### config.mk
export PLATFORM = sky130hd
export DESIGN_NAME = cspd_ram
export DESIGN_NICKNAME = d
export VERILOG_FILES = /design/src/design/cholesky_spd_inverse_assert.svh /design/src/design/cspd_ram.sv
export SDC_FILE = /design/constraint.sdc
export NUM_CORES = 2
export LEC_CHECK = 0
export ABC_AREA = 0
export ABC_CLOCK_PERIOD_IN_PS = 3700
export BUFFER_PORTS_ARGS = -buffer_cell sky130_fd_sc_hd__clkbuf_2
export CAP_MARGIN = 20
export CORE_MARGIN = 3
export CORE_UTILIZATION = 63
export CTS_CLUSTER_DIAMETER = 100
export DETAILED_ROUTE_END_ITERATION = 8
export PLACE_DENSITY = 0.82
export RECOVER_POWER = 100
export SLEW_MARGIN = 10
export SYNTH_ARGS = -nofsm -noshare
export SYNTH_HDL_FRONTEND = slang
export SYNTH_SLANG_ARGS = --single-unit
### constraint.sdc
create_clock -name clk -period 3.7 [get_ports clk]
set_clock_uncertainty 0.15 [all_clocks]
set_input_delay 0 -clock clk [delete_from_list [all_inputs] [get_ports clk]]
set_output_delay 0 -clock clk [all_outputs]
set_load 0.05 [all_outputs]
### src/design/cholesky_spd_inverse_assert.svh
// Assertion macros used by the Cholesky inverse design file.
`ifndef CHOLESKY_SPD_INVERSE_ASSERT_SVH
`define CHOLESKY_SPD_INVERSE_ASSERT_SVH
`ifndef SYNTH
`define CSPD_ASSERT_IMPLY(label, clk, rst_n, ante, cons) \
  label: assert property (@(posedge clk) disable iff (!rst_n) (ante) |-> (cons)) \
    else $error("implication failed");
`define CSPD_ASSERT_NEXT(label, clk, rst_n, ante, cons) \
  label: assert property (@(posedge clk) disable iff (!rst_n) (ante) |=> (cons)) \
    else $error("next-cycle check failed");
`else
`define CSPD_ASSERT_IMPLY(label, clk, rst_n, ante, cons)
`define CSPD_ASSERT_NEXT(label, clk, rst_n, ante, cons)
`endif
`endif

### src/design/cspd_ram.sv
// Generic single-write, single-read RAM with registered read data.
module cspd_ram #(
  parameter int WIDTH = 32,
  parameter int DEPTH = 64
) (
  input  logic                            clk,
  input  logic                            we,
  input  logic [$clog2(DEPTH)-1:0]        waddr,
  input  logic [WIDTH-1:0]                wdata,
  input  logic [$clog2(DEPTH)-1:0]        raddr,
  output logic [WIDTH-1:0]                rdata
);

  logic [WIDTH-1:0] mem [DEPTH];

  always_ff @(posedge clk) begin
    if (we) begin
      mem[waddr] <= wdata;
    end
    rdata <= mem[raddr];
  end

endmodule

==> metrics <==
placed cell count 5037; Num CTS Buffers 193; Finished Layout Cells 5458; Slew Limit Fails 2095; vias in the first global route 41300; startpoint types input pin; synth warn 0; # setup viols final 0; RSZ-0062 raised after global routing false; Fin. Hold Viols 0; status finished, violations left; Hold Slack 56.2 ps; Die W 359 um; Synth Area per Inst 23.6 um2; flops & latches, synth 2080; Rel. slew slack -1.11; Gate power share 0.053; Setup Buffers After CTS 0; Via Count 40000; FMAX 0.294 GHz; post-synthesis sequential area ratio 0.791; TritonCTS clock tree done; io pins 78; number of vias per cell 7.33; Unique masters post-synth 34; Sw Ratio 0.217; initial core utilization 0.640; Post-Syn Nets 3370; critical path capture point type flip-flop; crit share post-route 0.920; Max Root-Sink Buffers 3; H-Tree Depth 4; CP max FO 23; Clk pwr share 0.411; Residual DRC 0; RD Place Congestion 0.845; met2 WL 102000 um; Post-synth EDFFs 2048; type of the worst setup path in -> reg; Final ANT Viol Nets 0; sequential share of power 0.536; CP required 4260 ps; Clk Latency, worst-skew pair 810 ps; met1 wire length 69400 um; total of max-cap violations 61; root buffer cell clkbuf_16; DR iter-0 viols 6423; Clock Pin Slew Worst Setup and Hold Paths 70 ps; Hold Path Class in -> reg; met3 routed WL 29100 um; worst setup margin 295 ps; violated checks max-capacitance violations, max-slew violations; final setup TNS 0 ps; commonest cells in the synthesized netlist 2048 x edfxtp_1, 544 x mux4_2, 137 x nor2_1, 93 x mux2i_1, 84 x o22ai_1; Resized Gates After CTS 0; Place WS 418 ps; top_reg_cell synth edfxtp_1; Yosys top cell by area edfxtp_1; full die area 129000 um2; share of cells above drive strength 1 0.268; row count 128; GRT Total Usage 0.337; top-count cell post-synth edfxtp_1; critical path arrival 3960 ps; first-pass GRT wire length 306000 um; Post-Syn Area 78500 um2; Max VDD drop 0.474 mV; ys async rst share 0; antenna violations before repair 7; clk sinks 2080; port bufs 77; Final nets 3714; P_leak 27.7 nW; NetSw 10.6 mW; Syn-to-layout area delta 13.1%; GR Overflow Total 0; Int Power 38.4 mW; core area 123000 um2; pwr dens 552 nW/um2; Final min period 3400 ps; routed len/inst 39.3 um; routed wire length 215000 um; top cell type's share of synthesized area 0.783; cell count after synthesis 3324; Hold-fix buffers, CTS 23; uppermost layer routed met5; Least-Margin Pin Slew 3160 ps; post-DP HPWL 111000 um; DRT Pass-1 Iters 5; die height 359 um; largest net degree at the start of global routing 68; synth top area cells edfxtp_1 78%, mux4_2 16%, mux2i_1 1.2%
-- registers in the layout, summed over array words and instances (netlist names) --
name and flops:
mem 2048, rdata 32
-- metrics by stage --
step / power (mW) / util / area, um2
after floorplan: 28.1 / - / 78500
after global placement: 29.1 / 0.674 / 82600
after detailed placement: 29.2 / 0.674 / 82700
after CTS: 49.0 / 0.727 / 89200
after global routing: 50.0 / 0.724 / 88800
final: 49.0 / 0.724 / 88800
-- cell type report --
cell class | count | area (um2)
timing repair buffer | 331 | 2560
multi-input combinational | 1062 | 15700
tap | 1625 | 2030
antenna | 4 | 10.0
clock buffer | 254 | 5290
clock inverter | 102 | 1030
fill | 6501 | 33900
sequential | 2080 | 62100
-- placed cells by master (no fill, tap or decap), types with 3 or more instances in the layout --
cell type | synthesis | routed
or3b_2 | 3 | 3
mux2i_1 | 93 | 93
clkinv_8 | 0 | 5
clkbuf_8 | 0 | 12
buf_12 | 0 | 43
dfxtp_1 | 32 | 32
or3_1 | 3 | 3
nand2b_1 | 8 | 7
diode_2 | 0 | 4
clkbuf_16 | 0 | 198
a22oi_1 | 12 | 12
a41o_1 | 4 | 4
o221ai_1 | 27 | 27
bufinv_16 | 0 | 18
clkinv_2 | 0 | 33
nor2_2 | 0 | 5
mux4_2 | 544 | 544
and3_1 | 4 | 4
nor3_1 | 7 | 7
buf_4 | 25 | 69
a21oi_1 | 62 | 62
nand2_1 | 26 | 26
clkbuf_2 | 0 | 50
o22ai_1 | 84 | 84
inv_6 | 0 | 3
o32ai_1 | 4 | 4
dlygate4sd3_1 | 0 | 42
nor2_1 | 137 | 100
nor2_4 | 0 | 32
buf_8 | 0 | 3
clkinv_1 | 0 | 37
edfxtp_1 | 2048 | 2048
clkinvlp_4 | 0 | 4
nand3_1 | 5 | 5
clkbuf_1 | 74 | 168
nand3b_1 | 5 | 5
a311oi_1 | 8 | 8
nor2b_1 | 15 | 15
-- final timing paths --
check | start | endpoint | slack [ps] | cells past startpoint
setup / recovery | raddr[3] | rdata[5]$_DFF_P_ | 300 | 8
hold / removal | waddr[4] | mem[59][18]$_DFFE_PP_ | 60 | 3
setup reg to reg | mem[11][1]$_DFFE_PP_ | rdata[1]$_DFF_P_ | 1060 | 4
hold reg to reg | mem[29][8]$_DFFE_PP_ | rdata[8]$_DFF_P_ | 610 | 4
-- power by group through the flow --
stage | Combinational (mW) | Sequential, mW | Clock (mW)
floorplan | 1.27 | 26.8 | 0
global placement | 2.44 | 26.7 | 0
detailed placement | 2.51 | 26.7 | 0
CTS | 2.61 | 26.2 | 20.2
global route | 2.71 | 26.2 | 21.0
finish | 2.62 | 26.2 | 20.1
-- kinds of logic after synthesis --
group,count (synthesis),share of synthesized area
buf+inv,182,0.0113
flops,2080,0.791
mux,637,0.168
simple gates,223,0.0127
compound gates,202,0.0167
-- layer usage --
metal  GRT usage  vias to the layer above
met3      0.0822                      743
met2       0.520                     3652
li1            -                    14900
met1       0.454                    20600
met4       0.181                        2
met5           0                        -
-- critical path, stage by stage --
cell and delay (ps):
dlygate4sd3_1 530, buf_4 430, clkbuf_1 1410, or3_1 580, o221ai_1 200, a21oi_1 290
a21oi_1 210, nor2_1 250
No activity file was read; power rests on OpenSTA's default activity.
